===== src/rtl/core/cfpp_pkg.sv =====
// Shared types, constants and codes for the framed packet receiver.
`timescale 1ns / 1ps
package cfpp_pkg;

  localparam int OP_W    = 2;
  localparam int BYTE_W  = 8;
  localparam int IDX_W   = 10;
  localparam int ST_W    = 3;
  localparam int LEN_W   = 11;
  localparam int ADDR_W  = 32;
  localparam int HLEN_W  = 16;
  localparam int CRC_W   = 16;

  localparam int PACKET_MAX_DEF = 1024;
  localparam int STORE_DEPTH    = 1024;
  localparam int STORE_AW       = $clog2(STORE_DEPTH);

  localparam logic [BYTE_W-1:0] HDR_FIRST  = 8'h55;
  localparam logic [BYTE_W-1:0] HDR_SECOND = 8'hAA;
  localparam logic [CRC_W-1:0]  CRC_POLY   = 16'hA001;
  localparam logic [CRC_W-1:0]  CRC_INIT   = 16'hFFFF;

  typedef enum logic [OP_W-1:0] {
    OP_BYTE    = 2'd0,
    OP_READ    = 2'd1,
    OP_RELEASE = 2'd2,
    OP_NONE    = 2'd3
  } op_t;

  typedef enum logic [ST_W-1:0] {
    ST_CONSUMED = 3'd0,
    ST_BUSY     = 3'd1,
    ST_GOOD     = 3'd2,
    ST_LEN_REJ  = 3'd3,
    ST_CRC_BAD  = 3'd4,
    ST_DONE     = 3'd5
  } result_code_t;

  typedef enum logic [3:0] {
    PH_H1   = 4'd0,
    PH_H2   = 4'd1,
    PH_LEN0 = 4'd2,
    PH_LEN1 = 4'd3,
    PH_AD0  = 4'd4,
    PH_AD1  = 4'd5,
    PH_AD2  = 4'd6,
    PH_AD3  = 4'd7,
    PH_DATA = 4'd8,
    PH_CRC0 = 4'd9,
    PH_CRC1 = 4'd10
  } phase_t;

  // store write port
  typedef struct packed {
    logic                we;
    logic [STORE_AW-1:0] addr;
    logic [BYTE_W-1:0]   data;
  } cfpp_wr_t;

  // per-beat result from the parser, values after the beat
  typedef struct packed {
    result_code_t        status;
    logic                frame_ready;
    logic [LEN_W-1:0]    frame_length;
    logic [ADDR_W-1:0]   frame_address;
  } cfpp_res_t;

endpackage


===== src/rtl/core/cfpp_parser.sv =====
// Frame parser: header/length/address/data/CRC sequencer and latched frame state.
`timescale 1ns / 1ps
module cfpp_parser #(
  parameter int PACKET_MAX = cfpp_pkg::PACKET_MAX_DEF
) (
  input  logic                       clk,
  input  logic                       rst_n,
  input  logic                       step,
  input  cfpp_pkg::op_t              op,
  input  logic [cfpp_pkg::BYTE_W-1:0] rx_byte,
  output cfpp_pkg::cfpp_res_t        res,
  output logic [cfpp_pkg::HLEN_W-1:0] rd_limit,
  output cfpp_pkg::cfpp_wr_t         wr
);
  import cfpp_pkg::*;

  localparam int CNT_W = $clog2(PACKET_MAX + 1);
  localparam logic [HLEN_W:0] LEN_LIMIT = (HLEN_W + 1)'(PACKET_MAX);

  function automatic logic [CRC_W-1:0] crc_feed(input logic [CRC_W-1:0] c_in,
                                                input logic [BYTE_W-1:0] v);
    logic [CRC_W-1:0] c;
    c = c_in ^ {{(CRC_W-BYTE_W){1'b0}}, v};
    for (int k = 0; k < BYTE_W; k++) begin
      c = c[0] ? ((c >> 1) ^ CRC_POLY) : (c >> 1);
    end
    return c;
  endfunction

  phase_t              phase_r, phase_nxt;
  logic [HLEN_W-1:0]   len_r, len_nxt;
  logic [ADDR_W-1:0]   addr_r, addr_nxt;
  logic [CRC_W-1:0]    crc_r, crc_nxt;
  logic [BYTE_W-1:0]   crc_lo_r, crc_lo_nxt;
  logic [CNT_W-1:0]    cnt_r, cnt_nxt;
  logic                rdy_r, rdy_nxt;
  logic [HLEN_W-1:0]   lat_len_r, lat_len_nxt;
  logic [ADDR_W-1:0]   lat_addr_r, lat_addr_nxt;

  result_code_t        status;
  logic [CRC_W-1:0]    crc_fed;
  logic [CNT_W-1:0]    cnt_inc;
  logic [HLEN_W-1:0]   len_full;
  logic                clear;

  assign crc_fed  = crc_feed(crc_r, rx_byte);
  assign cnt_inc  = cnt_r + CNT_W'(1);
  assign len_full = {rx_byte, len_r[BYTE_W-1:0]};

  always_comb begin
    phase_nxt    = phase_r;
    len_nxt      = len_r;
    addr_nxt     = addr_r;
    crc_nxt      = crc_r;
    crc_lo_nxt   = crc_lo_r;
    cnt_nxt      = cnt_r;
    rdy_nxt      = rdy_r;
    lat_len_nxt  = lat_len_r;
    lat_addr_nxt = lat_addr_r;
    status       = ST_DONE;
    clear        = 1'b0;
    wr.we        = 1'b0;
    wr.addr      = STORE_AW'(cnt_r);
    wr.data      = rx_byte;

    unique case (op)
      OP_BYTE: begin
        if (rdy_r) begin
          status = ST_BUSY;
        end else begin
          status = ST_CONSUMED;
          unique case (phase_r)
            PH_H1: begin
              if (rx_byte == HDR_FIRST) begin
                clear     = 1'b1;
                phase_nxt = PH_H2;
              end
            end
            PH_H2: begin
              phase_nxt = (rx_byte == HDR_SECOND) ? PH_LEN0 : PH_H1;
            end
            PH_LEN0: begin
              len_nxt   = HLEN_W'(rx_byte);
              crc_nxt   = crc_fed;
              phase_nxt = PH_LEN1;
            end
            PH_LEN1: begin
              len_nxt   = len_full;
              crc_nxt   = crc_fed;
              if ({1'b0, len_full} > LEN_LIMIT) begin
                clear     = 1'b1;
                phase_nxt = PH_H1;
                status    = ST_LEN_REJ;
              end else begin
                phase_nxt = PH_AD0;
              end
            end
            PH_AD0: begin
              addr_nxt  = ADDR_W'(rx_byte);
              crc_nxt   = crc_fed;
              phase_nxt = PH_AD1;
            end
            PH_AD1: begin
              addr_nxt[15:8] = rx_byte;
              crc_nxt        = crc_fed;
              phase_nxt      = PH_AD2;
            end
            PH_AD2: begin
              addr_nxt[23:16] = rx_byte;
              crc_nxt         = crc_fed;
              phase_nxt       = PH_AD3;
            end
            PH_AD3: begin
              addr_nxt[31:24] = rx_byte;
              crc_nxt         = crc_fed;
              // zero-length frame skips the data phase
              phase_nxt       = (len_r == '0) ? PH_CRC0 : PH_DATA;
            end
            PH_DATA: begin
              wr.we   = 1'b1;
              cnt_nxt = cnt_inc;
              crc_nxt = crc_fed;
              if ((HLEN_W + 1)'(cnt_inc) >= (HLEN_W + 1)'(len_r)) begin
                phase_nxt = PH_CRC0;
              end
            end
            PH_CRC0: begin
              crc_lo_nxt = rx_byte;
              phase_nxt  = PH_CRC1;
            end
            PH_CRC1: begin
              if ({rx_byte, crc_lo_r} == crc_r) begin
                lat_len_nxt  = len_r;
                lat_addr_nxt = addr_r;
                rdy_nxt      = 1'b1;
                status       = ST_GOOD;
              end else begin
                status = ST_CRC_BAD;
              end
              clear     = 1'b1;
              phase_nxt = PH_H1;
            end
            default: begin
              clear     = 1'b1;
              phase_nxt = PH_H1;
            end
          endcase
        end
      end
      OP_RELEASE: rdy_nxt = 1'b0;
      OP_READ:    status = ST_DONE;
      default:    status = ST_DONE;
    endcase

    if (clear) begin
      len_nxt    = '0;
      addr_nxt   = '0;
      crc_nxt    = CRC_INIT;
      crc_lo_nxt = '0;
      cnt_nxt    = '0;
    end

    wr.we = wr.we && step;
  end

  always_ff @(posedge clk) begin
    if (!rst_n) begin
      phase_r    <= PH_H1;
      len_r      <= '0;
      addr_r     <= '0;
      crc_r      <= CRC_INIT;
      crc_lo_r   <= '0;
      cnt_r      <= '0;
      rdy_r      <= 1'b0;
      lat_len_r  <= '0;
      lat_addr_r <= '0;
    end else if (step) begin
      phase_r    <= phase_nxt;
      len_r      <= len_nxt;
      addr_r     <= addr_nxt;
      crc_r      <= crc_nxt;
      crc_lo_r   <= crc_lo_nxt;
      cnt_r      <= cnt_nxt;
      rdy_r      <= rdy_nxt;
      lat_len_r  <= lat_len_nxt;
      lat_addr_r <= lat_addr_nxt;
    end
  end

  // reported length is the low field bits; reads are bounded by the full length
  assign res.status        = status;
  assign res.frame_ready   = rdy_nxt;
  assign res.frame_length  = lat_len_nxt[LEN_W-1:0];
  assign res.frame_address = lat_addr_nxt;
  assign rd_limit          = lat_len_nxt;

endmodule


===== config.mk =====
export PLATFORM = sky130hd
export DESIGN_NAME = cfpp_parser
export DESIGN_NICKNAME = d
export VERILOG_FILES = /design/src/rtl/core/cfpp_pkg.sv /design/src/rtl/core/cfpp_parser.sv
export SDC_FILE = /design/constraint.sdc
export NUM_CORES = 1
export LEC_CHECK = 0
export BUFFER_PORTS_ARGS = -buffer_cell sky130_fd_sc_hd__buf_2
export CAP_MARGIN = 20
export CORE_UTILIZATION = 35
export CTS_BUF_LIST = sky130_fd_sc_hd__clkbuf_4
export CTS_CLUSTER_DIAMETER = 60
export DETAILED_ROUTE_END_ITERATION = 12
export PLACE_DENSITY_LB_ADDON = 0.2
export SYNTH_ARGS = -nofsm -noshare
export SYNTH_HDL_FRONTEND = slang
export SYNTH_SLANG_ARGS = --single-unit

===== constraint.sdc =====
create_clock -name clk -period 4.7 [get_ports clk]
set_input_delay 0.94 -clock clk [delete_from_list [all_inputs] [get_ports clk]]
set_output_delay 0.94 -clock clk [all_outputs]
set_load 0.1 [all_outputs]

==> results_dict.tcl, run 1 <==
set metrics [dict create \
    status "completed" \
    worstPathMaxFanout 33 \
    path_class "input port to primary output" \
    ctsHoldBuffers 0 \
    grt_usage 0.1815 \
    cp.arrival_ns 3.44 \
    cp-end-kind "primary output" \
    ys_types 59 \
    postSynthCellCount 786 \
    syn_avg_cell_area_um2 8.843 \
    area_delta_synth_final_pct 26.12 \
    tns_ns 0 \
    synthTopCellsByArea "dfxtp_1, mux2i_1, mux2_2" \
    initial_core_util 0.3571 \
    power.internal_w 0.001668 \
    clk_pin_slew_ns 0.12 \
    post_drt_wl_per_cell_um 15.60 \
    antenna_found_initial 1 \
    critPathLaunchType "input port" \
    grt-ovfl-total 0 \
    yosysSeqAreaShare 0.3917 \
    postCtsSetupRepairBufs 0 \
    timing.clock.skew_ns 0.01790 \
    gp_congestion 0.8383 \
    fmax_mhz 228.3 \
    synthTopCellsByCount "dfxtp_1, nor2_1, nand2_1, a21oi_1, mux2i_1" \
    cts-resized-gates 0 \
    syn_nets 811 \
    syn-cell-area_um2 6950 \
    grt_pass1_wl_um 28730 \
    switching_share 0.2435 \
    h-tree-depth 4 \
    p_sw_w 0.0005370 \
    firstDrtPassIters 5 \
    synth_warnings 0 \
    max-slew-margin-rel 0.3627 \
    yosysMostFrequentCell "dfxtp_1" \
    synth_top_cell_by_area "dfxtp_1" \
    die_x_um 142.9 \
    clk_latency_ns 0.56 \
    ant_nets 0 \
    period_needed_ns 4.380 \
    drv_slew 0 \
    maxCapViolCount 0 \
    drt_wl_total_um 17330 \
    cts-buffers-inserted 17 \
    synthArstFlopShare 0 \
    cp.required_ns 3.76 \
    row_count 51 \
    die_y_um 142.9 \
    vdd_ir_drop_max_mv 0.1595 \
    drive_above_1_share 0.2485 \
    drt_iter0_drc 441 \
    hold_violations 0 \
    synth-main-ff-cell "dfxtp_1" \
    grt_max_degree 101 \
    drc 0 \
    hold_class "flip-flop to flip-flop" \
    grt_use_met3 0.04427 \
    clockBufferDepth 2 \
    portBuffers 94 \
    grt_pass1_vias 5362 \
    yosys_register_bits 136 \
    dp_hpwl_um 11800 \
    fp.coreArea_um2 19460 \
    synth_edf_count 0 \
    via_per_inst 5.082 \
    grt_use_met2 0.2819 \
    seq_area_um2 2723 \
    synth_top_area_share 0.3917 \
    power_frac_seq 0.523 \
    grt_util_met1 0.2499 \
    cts-root-buf "clkbuf_4" \
    die-area_um2 20430 \
    fin_util 0.4504 \
    n_fill_cell 1898 \
    worst_slew_pin_slew_ns 0.9487 \
    p_comb_frac 0.064 \
    via_count 5646 \
    rsz0062_at_grt "no" \
    cts_tree "built" \
    total_power_w 0.002205 \
    nets 857 \
    setup_violations 0 \
    leakage_nw 3.641 \
    post-route-period-util 0.9319 \
    grt.busiest_layer "met2" \
    p_per_area_nw_per_um2 251.5 \
    io_pins 95 \
    multiInputGateArea_um2 3779 \
    clock_sinks 136 \
    power_frac_clock 0.414 \
]
[power groups by stage]
| stage | sequential, W | combinational, W | clock (W) |
|---|---|---|---|
| global placement | 0.00118 | 0.000138 | 0 |
| detailed placement | 0.00118 | 0.000138 | 0 |
| finish | 0.00115 | 0.000141 | 0.000912 |
| CTS | 0.00115 | 0.000138 | 0.000942 |
| global route | 0.00115 | 0.000150 | 0.00100 |
| floorplan | 0.00118 | 0.000104 | 0 |
[metrics by stage]
| step | std cells | worst slack, ns | hold slack, ns | instance area, µm² |
|---|---|---|---|---|
| floorplan | 786 | -0.3603 | 0.4417 | 7049 |
| global placement | 1077 | 0.3461 | 0.4632 | 8397 |
| detailed placement | 1077 | 0.3461 | 0.4638 | 8397 |
| CTS | 1109 | 0.3329 | 0.4805 | 8736 |
| global route | 1111 | 0.2063 | 0.5069 | 8766 |
| finish | 1111 | 0.3201 | 0.4788 | 8766 |
[final timing paths]
check	from	to	slack [ns]	cells past startpoint
setup reg to reg	cnt_r[0]$_SDFFE_PN0P_	phase_r[0]$_SDFFE_PN0P_	1.40	13
hold reg to reg	addr_r[19]$_SDFFE_PN0P_	addr_r[19]$_SDFFE_PN0P_	0.48	2
setup / recovery	rx_byte[2]	res[32]	0.32	9
hold / removal	addr_r[19]$_SDFFE_PN0P_	addr_r[19]$_SDFFE_PN0P_	0.48	2
[state kept, by name, indices dropped and copies added (netlist names)]
register and cells:
addr_r 32, lat_addr_r 32, crc_r 16, lat_len_r 16
len_r 16, cnt_r 11, crc_lo_r 8, phase_r 4
rdy_r 1
[critical path: stages]
cell     delay, ns
buf_2         0.14
xnor2_1       0.19
nand4_1       0.12
nor4_2        0.38
nand3_1       0.19
or4_2         0.59
buf_4         0.28
mux2_2        0.39
buf_12        0.18
[cells in the final DEF (no fill, tap or decap), types with 3 or more instances in the layout]
cell and n:
mux2_2 38, and3_1 11, nand3_1 47, o21ai_2 9, xor2_1 10, clkbuf_4 18
nor3_1 7, inv_1 14, buf_2 34, and2_1 3, nor2b_1 3, nand2_1 57
o21ai_0 13, o21ai_4 5, or3_1 4, o2111ai_1 7, a21oi_2 3, buf_12 60
nand2b_1 10, mux2i_1 48, a21oi_1 54, ha_1 12, o22ai_1 13, a21o_1 6
clkinv_1 4, nand4_1 8, dfxtp_1 136, nor2_1 87, bufinv_16 5, buf_4 18
xnor2_1 34, nand3b_1 8, a22oi_1 18
[layout make-up]
cell class	count	area share
antenna	1	0.0002855
tap	265	0.03782
multi-input combinational	549	0.4311
clock buffer	18	0.01542
inverter	15	0.006566
clock inverter	14	0.02327
sequential	136	0.3106
timing repair buffer	113	0.1750
[per-layer routing]
layer  share of wire  routed length [µm]
met2            0.46                7962
met1            0.49                8420
met5               0                   0
met3           0.044                 762
met4           0.011                 188
[cells by family after synthesis]
family                   synth area share
AO/OA/AOI/OAI                      0.1402
AND/OR/NAND/NOR                    0.1770
adder cells (fa/ha/maj)           0.02160
multiplexers                       0.1307
XOR/XNOR                          0.06211
flip-flops                         0.3917
buffers and inverters             0.07669
No activity file was read; power rests on OpenSTA's default activity.
==> run 2, diff against run 1 <==
--- a/config.mk
+++ b/config.mk
@@ -11,7 +11,9 @@
 export CTS_BUF_LIST = sky130_fd_sc_hd__clkbuf_4
 export CTS_CLUSTER_DIAMETER = 60
 export DETAILED_ROUTE_END_ITERATION = 12
+export GPL_ROUTABILITY_DRIVEN = 0
 export PLACE_DENSITY_LB_ADDON = 0.2
+export SETUP_SLACK_MARGIN = 0.5
 export SYNTH_ARGS = -nofsm -noshare
 export SYNTH_HDL_FRONTEND = slang
 export SYNTH_SLANG_ARGS = --single-unit
==> run 2 against run 1 <==
Final cell count grew 0.63%. First-iteration DRC count down 20%. Clock skew increased by 0.0022 ns. Via count grew 2.8%. Combinational power barely moved. Fmax up 4.6%. Count of clock-buffer cells in the layout rose by 1. Sequential cell count unchanged. Sequential share of layout area fell by 0.54 points. Die area unchanged.
==> results_dict.tcl, run 2 (synthesized netlist as in run 1, its figures left out) <==
set metrics [dict create \
    status "completed" \
    slowest_stage "or4_4" \
    cp-end-kind "primary output" \
    rrSetupSlack_ns 1.33 \
    layout_commonest_cell "dfxtp_1" \
    grt-ovfl-total 0 \
    row_count 51 \
    hold_class "flip-flop to flip-flop" \
    worstReg2RegStart "cnt_r[0]$_SDFFE_PN0P_" \
    total_power_w 0.002115 \
    post_drt_wl_per_cell_um 16.73 \
    vdd_ir_drop_max_mv 0.1186 \
    fp.coreArea_um2 19460 \
    clock_sinks 136 \
    cts-root-buf "clkbuf_4" \
    final_cell_mix "dfxtp_1, nor2_1, buf_12" \
    ctsHoldBuffers 0 \
    cp.arrival_ns 3.25 \
    antenna_found_initial 1 \
    period_needed_ns 4.186 \
    maxCapViolCount 0 \
    dp.cells 1078 \
    worstReg2RegEnd "phase_r[0]$_SDFFE_PN0P_" \
    nets 863 \
    timing.clock.skew_ns 0.02012 \
    reg.largest.list "addr_r x32, lat_addr_r x32" \
    die_y_um 142.9 \
    drt_iter0_drc 353 \
    clockBufferDepth 2 \
    critPathLaunchType "input port" \
    area_delta_synth_final_pct 28.53 \
    portBuffers 94 \
    drive_above_1_share 0.2679 \
    die-area_um2 20430 \
    grt_pass1_vias 5379 \
    drv_slew 0 \
    initial_core_util 0.3571 \
    via_count 5804 \
    cts-buffers-inserted 17 \
    cp.required_ns 3.76 \
    worst_path_largest_cell_delay_ns 0.65 \
    clk_pin_slew_ns 0.11 \
    ant_nets 0 \
    max-slew-margin-rel 0.3836 \
    via_per_inst 5.191 \
    critical_path.top_delay_family "simple AND/OR/NAND/NOR gates" \
    firstDrtPassIters 5 \
    hold_path_startpoint "addr_r[20]$_SDFFE_PN0P_" \
    leakage_nw 3.745 \
    worst_slew_pin_slew_ns 0.9175 \
    holdPathEnd "addr_r[20]$_SDFFE_PN0P_" \
    io_pins 95 \
    worstHoldPathCells 2 \
    drc 0 \
    p_per_area_nw_per_um2 236.8 \
    path_cells "buf_2, xnor2_2, nand4_1, nor4_2, nand3_1, or4_4, clkbuf_16, o21ai_2, buf_12" \
    layout.cells.non_filler 1118 \
    worstPathMaxFanout 14 \
    post-route-period-util 0.8907 \
    fmax_mhz 238.9 \
    die_x_um 142.9 \
    dp_hpwl_um 11930 \
    setup_violations 0 \
    cts_tree "built" \
    h-tree-depth 4 \
    n_fill_cell 1896 \
    clk_latency_ns 0.56 \
    grt_usage 0.1862 \
    path_class "input port to primary output" \
    grt_pass1_wl_um 29410 \
    reg2reg_depth 13 \
    hold_violations 0 \
    drt_wl_total_um 18710 \
    grt_max_degree 69 \
    critPathBufInv 3 \
    rsz0062_at_grt "yes" \
]
[run 2: cell count changes in the layout (fill, tap and decap cells not counted), sizes merged]
cell	change
clkinvlp	+1
diode	+1
bufinv	-2
clkbuf	+4
inv	-1
buf	+3
clkinv	+1
[run 2: worst max-delay path by stage]
| stage | slack [ns] | cells past startpoint | end | startpoint |
|---|---|---|---|---|
| after floorplan | -0.22 | 6 | res[45] | rx_byte[7] |
| after global placement | 0.37 | 9 | res[32] | rx_byte[1] |
| after detailed placement | 0.34 | 9 | res[32] | rx_byte[1] |
| after CTS | 0.54 | 9 | rd_limit[13] | rx_byte[0] |
| after global routing | 0.45 | 8 | rd_limit[0] | crc_r[10]$_SDFFE_PN1P_ |
| final | 0.51 | 9 | res[40] | rx_byte[7] |
[run 2: cell type report]
class | count | area, µm² | area share
Inverter | 15 | 57.56 | 0.006443
Sequential cell | 136 | 2726 | 0.3052
Tap cell | 265 | 331.6 | 0.03711
Clock buffer | 19 | 142.6 | 0.01597
Multi-Input combinational cell | 549 | 3845 | 0.4304
Clock inverter | 13 | 155.1 | 0.01737
Antenna cell | 2 | 5.005 | 0.0005602
Timing Repair Buffer | 119 | 1670 | 0.1870
[run 2: layer usage]
layer  share of wire  up-vias  routed length, µm  track usage
met5               0        -                  0            0
met4           0.012        0                224      0.05433
met3           0.047       22                888      0.03521
met2            0.46      156               8624       0.2901
met1            0.48     2786               8971       0.2596
li1                -     2840                  -            -
[run 2: per-stage QoR]
step | area, µm² | hold slack, ns | worst slack, ns | setup TNS, ns | utilization
floorplan | 7163 | 0.4417 | -0.2247 | -1.793 | -
global placement | 8454 | 0.4573 | 0.3715 | 0 | 0.4344
detailed placement | 8454 | 0.4643 | 0.3405 | 0 | 0.4344
CTS | 8802 | 0.4806 | 0.5437 | 0 | 0.4523
global route | 8934 | 0.5102 | 0.4518 | 0 | 0.4590
finish | 8934 | 0.4776 | 0.5138 | 0 | 0.4590
[run 2: worst min-delay path, delay by kind of cell (launching register included)]
kind | cells | cell delay (ns)
compound gates | 1 | 0.05
flops | 1 | 0.34
simple gates | 1 | 0.06
[run 2: report_power, final]
part / switching (W) / internal [W] / total [W]
logic: 0.000103 / 0.0000409 / 0.000144
clock network: 0.000442 / 0.000377 / 0.000819
registers: 0.000000211 / 0.00115 / 0.00115
[run 2: timing repair]
item                                    4_1_cts  5_1_grt
setup buffers                                 1        1
endpoints found under the setup margin       59       29
gates cloned                                  1        3
gates resized for setup                       2       15
pin swaps                                     3        3
